[src/pebq_pkg.sv]
// Package for the priority evicting bounded queue: types, codes and shared helpers.
package pebq_pkg;

    localparam int QUEUE_DEPTH_DEF  = 128;
    localparam int PAYLOAD_BITS_DEF = 16;
    localparam logic [7:0] FILL_LIMIT_RESET = 8'd100;
    localparam logic [1:0] SEV_CRITICAL = 2'd2;

    typedef enum logic {
        OP_PUSH = 1'b0,
        OP_POP  = 1'b1
    } op_t;

    typedef enum logic [2:0] {
        STATUS_PUSHED  = 3'd0,
        STATUS_EVICTED = 3'd1,
        STATUS_DROPPED = 3'd2,
        STATUS_POPPED  = 3'd3,
        STATUS_EMPTY   = 3'd4
    } status_t;

    typedef enum logic [2:0] {
        CS_IDLE,
        CS_DISPATCH,
        CS_POP_WAIT,
        CS_SCAN,
        CS_SHIFT,
        CS_FINISH
    } ctrl_state_t;

    typedef struct packed {
        op_t         operation;
        logic [1:0]  severity;
        logic [15:0] payload;
    } in_item_t;

    typedef struct packed {
        status_t     status;
        logic [1:0]  item_severity;
        logic [15:0] item_payload;
        logic [7:0]  fill_level;
        logic [31:0] drop_total;
        logic [31:0] evict_total;
    } out_item_t;

    function automatic logic [31:0] sat_inc(input logic [31:0] v);
        return (v == 32'hFFFF_FFFF) ? v : v + 32'd1;
    endfunction

endpackage

[src/pebq_ram.sv]
// Generic single-write, single-read synchronous RAM with registered read data.
module pebq_ram #(
    parameter int WIDTH = 18,
    parameter int DEPTH = 128
) (
    input  logic                     aclk,
    input  logic                     we,
    input  logic [$clog2(DEPTH)-1:0] waddr,
    input  logic [WIDTH-1:0]         wdata,
    input  logic [$clog2(DEPTH)-1:0] raddr,
    output logic [WIDTH-1:0]         rdata
);

    logic [WIDTH-1:0] mem [DEPTH];
    logic [WIDTH-1:0] rdata_reg;

    always_ff @(posedge aclk) begin
        if (we) begin
            mem[waddr] <= wdata;
        end
        rdata_reg <= mem[raddr];
    end

    assign rdata = rdata_reg;

endmodule

[src/pebq_ctrl.sv]
// Queue sequencer: circular buffer in RAM, eviction scan and close-up, counters.
module pebq_ctrl #(
    parameter int QUEUE_DEPTH  = pebq_pkg::QUEUE_DEPTH_DEF,
    parameter int PAYLOAD_BITS = pebq_pkg::PAYLOAD_BITS_DEF
) (
    input  logic                aclk,
    input  logic                aresetn,
    input  logic [7:0]          fill_limit,
    input  logic                in_valid,
    output logic                in_ready,
    input  pebq_pkg::in_item_t  in_data,
    output logic                res_valid,
    input  logic                res_ready,
    output pebq_pkg::out_item_t res_data
);
    import pebq_pkg::*;

    localparam int IDX_W = $clog2(QUEUE_DEPTH);
    localparam int CNT_W = $clog2(QUEUE_DEPTH + 1);
    localparam int ENT_W = 2 + PAYLOAD_BITS;
    localparam int CMP_W = (CNT_W > 8) ? CNT_W : 8;
    localparam int PCOPY = (PAYLOAD_BITS < 16) ? PAYLOAD_BITS : 16;
    localparam int FCOPY = (CNT_W < 8) ? CNT_W : 8;
    localparam logic [IDX_W-1:0] LAST_IDX = IDX_W'(QUEUE_DEPTH - 1);
    localparam logic [CNT_W-1:0] FULL_CNT = CNT_W'(QUEUE_DEPTH);

    function automatic logic [IDX_W-1:0] ptr_inc(input logic [IDX_W-1:0] p);
        return (p == LAST_IDX) ? '0 : p + 1'b1;
    endfunction

    ctrl_state_t state_reg, state_next;
    logic [IDX_W-1:0] head_reg, head_next;
    logic [IDX_W-1:0] tail_reg, tail_next;
    logic [CNT_W-1:0] count_reg, count_next;
    logic [31:0] drop_reg, drop_next;
    logic [31:0] evict_reg, evict_next;
    op_t op_reg, op_next;
    logic [1:0] sev_reg, sev_next;
    logic [PAYLOAD_BITS-1:0] pay_reg, pay_next;
    status_t status_reg, status_next;
    logic [1:0] osev_reg, osev_next;
    logic [15:0] opay_reg, opay_next;
    logic [IDX_W-1:0] rd_ptr_reg, rd_ptr_next;
    logic [IDX_W-1:0] wr_ptr_reg, wr_ptr_next;
    logic [CNT_W-1:0] left_reg, left_next;
    logic [IDX_W-1:0] iss_idx_reg, iss_idx_next;
    logic [IDX_W-1:0] flt_idx_reg, flt_idx_next;
    logic flt_reg, flt_next;

    logic             ram_we;
    logic [IDX_W-1:0] ram_waddr;
    logic [ENT_W-1:0] ram_wdata;
    logic [IDX_W-1:0] ram_raddr;
    logic [ENT_W-1:0] ram_rdata;

    logic [PAYLOAD_BITS-1:0] pay_in;
    logic [1:0]              sev_in;
    logic [15:0]             rd_pay16;
    logic [7:0]              fill8;
    logic                    full;
    logic                    hit;

    pebq_ram #(
        .WIDTH(ENT_W),
        .DEPTH(QUEUE_DEPTH)
    ) u_store (
        .aclk (aclk),
        .we   (ram_we),
        .waddr(ram_waddr),
        .wdata(ram_wdata),
        .raddr(ram_raddr),
        .rdata(ram_rdata)
    );

    always_comb begin
        pay_in   = '0;
        rd_pay16 = '0;
        fill8    = '0;
        for (int b = 0; b < PCOPY; b++) begin
            pay_in[b]   = in_data.payload[b];
            rd_pay16[b] = ram_rdata[b];
        end
        for (int b = 0; b < FCOPY; b++) begin
            fill8[b] = count_reg[b];
        end
    end

    assign sev_in = (in_data.severity > SEV_CRITICAL) ? SEV_CRITICAL : in_data.severity;
    // fill limit of zero acts as one, above the depth as the depth
    assign full = ((count_reg != '0) || (fill_limit != 8'd0)) &&
                  ((CMP_W'(count_reg) >= CMP_W'(fill_limit)) || (count_reg == FULL_CNT));
    assign hit  = flt_reg && (ram_rdata[ENT_W-1 -: 2] < sev_reg);

    always_ff @(posedge aclk) begin
        if (!aresetn) begin
            state_reg <= CS_IDLE;
            head_reg  <= '0;
            tail_reg  <= '0;
            count_reg <= '0;
            drop_reg  <= '0;
            evict_reg <= '0;
            flt_reg   <= 1'b0;
        end else begin
            state_reg <= state_next;
            head_reg  <= head_next;
            tail_reg  <= tail_next;
            count_reg <= count_next;
            drop_reg  <= drop_next;
            evict_reg <= evict_next;
            flt_reg   <= flt_next;
        end
    end

    always_ff @(posedge aclk) begin
        op_reg      <= op_next;
        sev_reg     <= sev_next;
        pay_reg     <= pay_next;
        status_reg  <= status_next;
        osev_reg    <= osev_next;
        opay_reg    <= opay_next;
        rd_ptr_reg  <= rd_ptr_next;
        wr_ptr_reg  <= wr_ptr_next;
        left_reg    <= left_next;
        iss_idx_reg <= iss_idx_next;
        flt_idx_reg <= flt_idx_next;
    end

    always_comb begin
        state_next   = state_reg;
        head_next    = head_reg;
        tail_next    = tail_reg;
        count_next   = count_reg;
        drop_next    = drop_reg;
        evict_next   = evict_reg;
        op_next      = op_reg;
        sev_next     = sev_reg;
        pay_next     = pay_reg;
        status_next  = status_reg;
        osev_next    = osev_reg;
        opay_next    = opay_reg;
        rd_ptr_next  = rd_ptr_reg;
        wr_ptr_next  = wr_ptr_reg;
        left_next    = left_reg;
        iss_idx_next = iss_idx_reg;
        flt_idx_next = flt_idx_reg;
        flt_next     = 1'b0;
        ram_we       = 1'b0;
        ram_waddr    = tail_reg;
        ram_wdata    = {sev_reg, pay_reg};
        ram_raddr    = head_reg;
        in_ready     = 1'b0;
        res_valid    = 1'b0;

        case (state_reg)
            CS_IDLE: begin
                in_ready = 1'b1;
                if (in_valid) begin
                    op_next    = in_data.operation;
                    sev_next   = sev_in;
                    pay_next   = pay_in;
                    state_next = CS_DISPATCH;
                end
            end
            CS_DISPATCH: begin
                osev_next = '0;
                opay_next = '0;
                if (op_reg == OP_POP) begin
                    if (count_reg == '0) begin
                        status_next = STATUS_EMPTY;
                        state_next  = CS_FINISH;
                    end else begin
                        ram_raddr  = head_reg;
                        state_next = CS_POP_WAIT;
                    end
                end else if (!full) begin
                    ram_we      = 1'b1;
                    ram_waddr   = tail_reg;
                    tail_next   = ptr_inc(tail_reg);
                    count_next  = count_reg + 1'b1;
                    status_next = STATUS_PUSHED;
                    state_next  = CS_FINISH;
                end else begin
                    rd_ptr_next  = head_reg;
                    left_next    = count_reg;
                    iss_idx_next = '0;
                    state_next   = CS_SCAN;
                end
            end
            CS_POP_WAIT: begin
                osev_next   = ram_rdata[ENT_W-1 -: 2];
                opay_next   = rd_pay16;
                head_next   = ptr_inc(head_reg);
                count_next  = count_reg - 1'b1;
                status_next = STATUS_POPPED;
                state_next  = CS_FINISH;
            end
            CS_SCAN: begin
                // oldest entry of lower tier: wr_ptr holds the address in flight
                if (hit) begin
                    evict_next  = sat_inc(evict_reg);
                    rd_ptr_next = ptr_inc(wr_ptr_reg);
                    left_next   = count_reg - CNT_W'(flt_idx_reg) - 1'b1;
                    state_next  = CS_SHIFT;
                end else if (!flt_reg && (left_reg == '0)) begin
                    drop_next   = sat_inc(drop_reg);
                    status_next = STATUS_DROPPED;
                    state_next  = CS_FINISH;
                end else if (left_reg != '0) begin
                    ram_raddr    = rd_ptr_reg;
                    rd_ptr_next  = ptr_inc(rd_ptr_reg);
                    wr_ptr_next  = rd_ptr_reg;
                    left_next    = left_reg - 1'b1;
                    flt_idx_next = iss_idx_reg;
                    iss_idx_next = iss_idx_reg + 1'b1;
                    flt_next     = 1'b1;
                end
            end
            CS_SHIFT: begin
                if (left_reg != '0) begin
                    ram_raddr   = rd_ptr_reg;
                    rd_ptr_next = ptr_inc(rd_ptr_reg);
                    left_next   = left_reg - 1'b1;
                    flt_next    = 1'b1;
                end
                if (flt_reg) begin
                    ram_we      = 1'b1;
                    ram_waddr   = wr_ptr_reg;
                    ram_wdata   = ram_rdata;
                    wr_ptr_next = ptr_inc(wr_ptr_reg);
                end else if (left_reg == '0) begin
                    // gap closed: new entry lands in the last slot, fill unchanged
                    ram_we      = 1'b1;
                    ram_waddr   = wr_ptr_reg;
                    ram_wdata   = {sev_reg, pay_reg};
                    status_next = STATUS_EVICTED;
                    state_next  = CS_FINISH;
                end
            end
            CS_FINISH: begin
                res_valid = 1'b1;
                if (res_ready) begin
                    state_next = CS_IDLE;
                end
            end
            default: begin
                state_next = CS_IDLE;
            end
        endcase
    end

    always_comb begin
        res_data.status        = status_reg;
        res_data.item_severity = osev_reg;
        res_data.item_payload  = opay_reg;
        res_data.fill_level    = fill8;
        res_data.drop_total    = drop_reg;
        res_data.evict_total   = evict_reg;
    end

    a_count_bound: assert property (@(posedge aclk) disable iff (!aresetn)
        count_reg <= FULL_CNT)
        else $error("entry count above queue depth");

    a_count_step: assert property (@(posedge aclk) disable iff (!aresetn)
        $past(aresetn) |-> (count_reg == $past(count_reg)) ||
                           (count_reg == $past(count_reg) + 1'b1) ||
                           (count_reg == $past(count_reg) - 1'b1))
        else $error("entry count moved by more than one");

    a_idle_no_write: assert property (@(posedge aclk) disable iff (!aresetn)
        (state_reg == CS_IDLE) |-> !ram_we)
        else $error("store written while idle");

    a_shift_no_overlap: assert property (@(posedge aclk) disable iff (!aresetn)
        ((state_reg == CS_SHIFT) && flt_reg && (left_reg != '0)) |->
        (rd_ptr_reg != wr_ptr_reg))
        else $error("close-up read and write hit the same entry");

endmodule

[src/priority_evicting_bounded_queue_unit.sv]
// Top level: fill limit register, result output register and queue sequencer.
// Push into a full queue: scan of i+1 entries to the first lower tier, then close-up
// of the n-1-i later entries; with no lower tier all n entries are scanned and the push drops.
// One transaction at a time; the RAM's single read port sets the scan pace.
// Reset clears pointers, fill, counters and sets fill_limit to 100; the store is not cleared.
module priority_evicting_bounded_queue_unit #(
    parameter int QUEUE_DEPTH  = pebq_pkg::QUEUE_DEPTH_DEF,
    parameter int PAYLOAD_BITS = pebq_pkg::PAYLOAD_BITS_DEF
) (
    input  logic                aclk,
    input  logic                aresetn,
    input  logic                s_valid,
    output logic                s_ready,
    input  pebq_pkg::in_item_t  s_data,
    output logic                m_valid,
    input  logic                m_ready,
    output pebq_pkg::out_item_t m_data,
    input  logic                cfg_wen,
    input  logic [7:0]          cfg_wdata
);
    import pebq_pkg::*;

    logic [7:0] fill_limit_reg;
    logic       m_valid_reg;
    out_item_t  m_data_reg;
    logic       res_valid;
    logic       res_ready;
    out_item_t  res_data;

    always_ff @(posedge aclk) begin
        if (!aresetn) begin
            fill_limit_reg <= FILL_LIMIT_RESET;
        end else if (cfg_wen) begin
            fill_limit_reg <= cfg_wdata;
        end
    end

    pebq_ctrl #(
        .QUEUE_DEPTH (QUEUE_DEPTH),
        .PAYLOAD_BITS(PAYLOAD_BITS)
    ) u_ctrl (
        .aclk      (aclk),
        .aresetn   (aresetn),
        .fill_limit(fill_limit_reg),
        .in_valid  (s_valid),
        .in_ready  (s_ready),
        .in_data   (s_data),
        .res_valid (res_valid),
        .res_ready (res_ready),
        .res_data  (res_data)
    );

    assign res_ready = !m_valid_reg || m_ready;

    always_ff @(posedge aclk) begin
        if (!aresetn) begin
            m_valid_reg <= 1'b0;
        end else if (res_ready) begin
            m_valid_reg <= res_valid;
        end
    end

    always_ff @(posedge aclk) begin
        if (res_ready && res_valid) begin
            m_data_reg <= res_data;
        end
    end

    assign m_valid = m_valid_reg;
    assign m_data  = m_data_reg;

endmodule

[config.mk]
export PLATFORM = sky130hd
export DESIGN_NAME = priority_evicting_bounded_queue_unit
export DESIGN_NICKNAME = d
export VERILOG_FILES = /design/src/pebq_pkg.sv /design/src/pebq_ram.sv /design/src/pebq_ctrl.sv /design/src/priority_evicting_bounded_queue_unit.sv
export SDC_FILE = /design/constraint.sdc
export NUM_CORES = 2
export LEC_CHECK = 0
export BUFFER_PORTS_ARGS = -buffer_cell sky130_fd_sc_hd__buf_4
export CORE_MARGIN = 2
export CORE_UTILIZATION = 42
export DETAILED_ROUTE_END_ITERATION = 7
export GPL_TIMING_DRIVEN = 0
export SETUP_SLACK_MARGIN = 0.2
export SLEW_MARGIN = 0
export SYNTH_ARGS = -nofsm -noshare
export SYNTH_HDL_FRONTEND = slang
export SYNTH_HIERARCHICAL = 1
export SYNTH_SLANG_ARGS = --single-unit
[constraint.sdc]
create_clock -name aclk -period 9.2 [get_ports aclk]
set_clock_uncertainty 0.05 [all_clocks]
set_input_delay 0.92 -clock aclk [delete_from_list [all_inputs] [get_ports aclk]]
set_output_delay 0.92 -clock aclk [all_outputs]
set_load 0.01 [all_outputs]
==> results.md <==
| Result | This run |
| --- | --- |
| Remaining routing DRC violations | 0 |
| Slew at the pin with the worst max-slew slack | 1521 ps |
| Type of the tightest min-delay check | input pin to flip-flop |
| Clock insertion delay at the later pin of the skew report | 910 ps |
| Final layout net count | 5120 |
| Unrepaired setup endpoints after global routing | no |
| Clock tree buffer depth | 4 |
| Power density over the cells | 269.9 nW/um2 |
| Top flip-flop cell by instance count after synthesis | sky130_fd_sc_hd__edfxtp_1 |
| I/O Buffers | 125 |
| Count of endpoints failing hold in the final timing report | 0 |
| Gate count of the mapped netlist | 4486 |
| Wirelength per Cell | 30.64 um |
| Floorplan die area | 242400 um2 |
| Count of filler cells inserted in the layout | 18919 |
| Mean instance size in the synthesized netlist | 22.33 um2 |
| Cell types occupying the most area after synthesis | sky130_fd_sc_hd__edfxtp_1, sky130_fd_sc_hd__mux4_2, sky130_fd_sc_hd__dfxtp_1, sky130_fd_sc_hd__nor2_1, sky130_fd_sc_hd__mux2_2 |
| Clock tree from TritonCTS | built |
| Post-DR vias/cell | 5.812 |
| # Post-CTS Setup Buffers | 0 |
| Die span in y | 492.3 um |
| Number of top-level pins | 127 |
| Commonest non-fill, non-tap cells in the layout | sky130_fd_sc_hd__edfxtp_1, sky130_fd_sc_hd__mux4_2, sky130_fd_sc_hd__clkbuf_16 |
| Crit path launch type | flip-flop |
| Required time at the endpoint of the critical path | 9910 ps |
| Switching share of power | 27.76% |
| Core outline area | 237400 um2 |
| Routability congestion estimate from global placement | 0.8805 |
| Part of the Yosys area used for sequential elements | 76.49% |
| Failing checks | max-capacitance violations, max-slew violations |
| Critical path capture point type | flip-flop |
| Rel. slew slack | -1.415% |
| Post-cts sizing count | 0 |
| Timing-limited maximum frequency | 128.5 MHz |
| Maximum number of pins on one net before global-route repair | 129 |
| Category of the most critical setup path | flip-flop to flip-flop |
| Number of unique standard cell types used by synthesis | 68 |
| Hold_ws | 141.7 ps |
| First-pass GRT wire length | 363.9 mm |
| Clock Sink Count | 2590 |
| Via count of the routed design | 48980 |
| Post-DP HPWL | 174.1 mm |
| Cell taking the most area after synthesis | sky130_fd_sc_hd__edfxtp_1 |
| Pins over their slew limit | 11 |
| Cell with the largest stage delay on the worst path | sky130_fd_sc_hd__clkbuf_1 |
| Vias in the first global route | 48364 |
| Run status | finished with violations |
| Cts-stage hold buffer count | 0 |
| Number of max-cap violations | 1 |
| Total leakage power | 36.05 nW |
| Ratio of cells with drive above 1 in the final layout | 32.34% |
| Layout Area Growth over Synthesis | 17.15% |
| Synthesis Warnings | 6 |
| Clock root buffer | sky130_fd_sc_hd__clkbuf_16 |
| Width of the die | 492.3 um |
| Total power consumption of the routed design | 0.03166 W |
| Residual overflow from global routing | 0 |
| Ordered list of cells on the worst path | inv_1 -> ha_1 -> or2b_1 -> a21oi_2 -> nand2b_1 -> nand2_1 -> nand2_1 -> clkbuf_1 -> mux2_2 -> clkbuf_1 -> clkbuf_1 -> clkbuf_1 -> mux4_2 -> mux4_2 -> mux4_2 -> mux2_2 |
| Fraction of the cycle the final worst path needs | 84.58% |
| Commonest non-fill, non-tap cell in the layout | sky130_fd_sc_hd__edfxtp_1 |
| Net Switching | 0.008789 W |
| # rows | 179 |
| Yosys reg bits | 2590 |
| Cell with the most instances on the worst path | sky130_fd_sc_hd__clkbuf_1 |
| FFs w/ async S/R, synth | 0% |
| Final critical path time including I/O delays and setup | 7781 ps |
| Proportion of power drawn by the clock network | 34.6% |
| Arrival time at the worst endpoint | 8490 ps |
| Area of the mapped netlist | 100200 um2 |
| Max Fanout on Critical Path | 10 |
| Routed WL | 258.2 mm |
| Starting density of the core | 42.19% |
| Setup violators final | 0 |
| Portion of total power attributed to combinational logic | 21.2% |
| DRT antenna net count | 0 |
| Clock transition time at the flip-flop clock pins of the worst setup and hold paths | 60 ps |
| Syn_nets | 4550 |
| Flop pwr share | 44.2% |
| Max H-tree Level | 5 |
| Area of combinational cells with multiple inputs | 23010 um2 |
| Peak supply drop | 0.2170 mV |
| TritonCTS buffer count | 286 |
| Number of violations reported at the end of detailed-routing iteration 0 | 5927 |
| Initial antenna violation count | 24 |
| Total routing resource utilization after global routing | 21.12% |
| Internal power contribution | 0.02288 W |
| Flip-flop count of the largest register, all copies and words added | 2304 |
| Area of all sequential standard cells | 76600 um2 |
| Number of synthesized flops with an enable pin | 2473 |
| Synth top area share | 74.15% |
| Max stage delay on crit path | 1170 ps |
| Number of iterations in the first detailed-routing pass | 6 |
[synth_stat cells, types with 33 or more instances]
master	number
sky130_fd_sc_hd__and2_1	33
sky130_fd_sc_hd__nor3_1	34
sky130_fd_sc_hd__a21oi_1	42
sky130_fd_sc_hd__inv_1	34
sky130_fd_sc_hd__dfxtp_1	117
sky130_fd_sc_hd__nor2_1	227
sky130_fd_sc_hd__xnor2_1	42
sky130_fd_sc_hd__mux4_2	756
sky130_fd_sc_hd__edfxtp_1	2473
sky130_fd_sc_hd__o21ai_0	38
sky130_fd_sc_hd__buf_2	63
sky130_fd_sc_hd__nand3_1	54
sky130_fd_sc_hd__nand2_1	94
sky130_fd_sc_hd__mux2_2	49
sky130_fd_sc_hd__clkbuf_1	127
sky130_fd_sc_hd__xor2_1	37
[worst paths after layout]
check        slack, ps  depth (start not counted)                             start                          endpoint
max reg2reg       1420                         16   u_ctrl/sev_reg[1]$_SDFFCE_PN1P_  u_ctrl/u_store/rdata[11]$_DFF_P_
min                140                          1                        s_data[12]      u_ctrl/pay_reg[12]$_DFFE_PP_
max               1420                         16   u_ctrl/sev_reg[1]$_SDFFCE_PN1P_  u_ctrl/u_store/rdata[11]$_DFF_P_
min reg2reg        370                          0  u_ctrl/opay_reg[3]$_SDFFCE_PN0P_              m_data[75]$_DFFE_PP_
[kinds of logic after synthesis]
group	count (synthesis)	share of synthesized area, %
flip-flops	2590	76.49
adder cells (fa/ha/maj)	32	0.4148
XOR/XNOR	79	0.6908
AND/OR/NAND/NOR	573	2.790
buffers and inverters	256	1.068
AO/OA/AOI/OAI	134	0.8308
multiplexers	822	17.72
[metrics by stage]
step	setup slack [ps]	setup TNS, ps	area, um2	instances	util [%]
global placement	-4050	-515910	105100	7778	44.25
floorplan	1986	0	100200	4486	-
global route	1409	0	117300	8422	49.42
finish	1419	0	117300	8427	49.42
CTS	1553	0	117300	8418	49.40
detailed placement	1573	0	108400	7933	45.66
[metal layers]
| layer | wire [um] | GRT usage (%) |
|---|---|---|
| met1 | 105500 | 29.69 |
| met5 | 40 | 0 |
| met3 | 22670 | 4.906 |
| met2 | 122600 | 33.10 |
| met4 | 7432 | 6.245 |
[power groups by stage]
stage          clock network, W  logic (W)  registers [W]
4_1_cts                  0.0112    0.00672         0.0140
2_1_floorplan                 0    0.00375         0.0142
3_5_place_dp                  0    0.00670         0.0143
6_report                 0.0109    0.00671         0.0140
5_1_grt                  0.0116    0.00697         0.0140
3_3_place_gp                  0    0.00641         0.0144
[worst max-delay path: cells and delay by family, from the launching register on]
kind / cells / cell delay (ps)
AO/OA/AOI/OAI: 1 / 400
adder cells (fa/ha/maj): 1 / 200
buffers and inverters: 5 / 3540
flip-flops: 1 / 330
multiplexers: 5 / 2330
AND/OR/NAND/NOR: 4 / 720
[area by class of cell]
cell class | instances | area share [%]
multi-input cells | 1640 | 19.61
well taps | 3167 | 3.377
clock buffers | 343 | 6.478
diodes | 7 | 0.01493
plain buffers | 221 | 0.8126
inverters | 35 | 0.1120
repair buffers | 282 | 3.211
flip-flops and latches | 2590 | 65.29
clock inverters | 142 | 1.095
No activity file was read; power rests on OpenSTA's default activity.
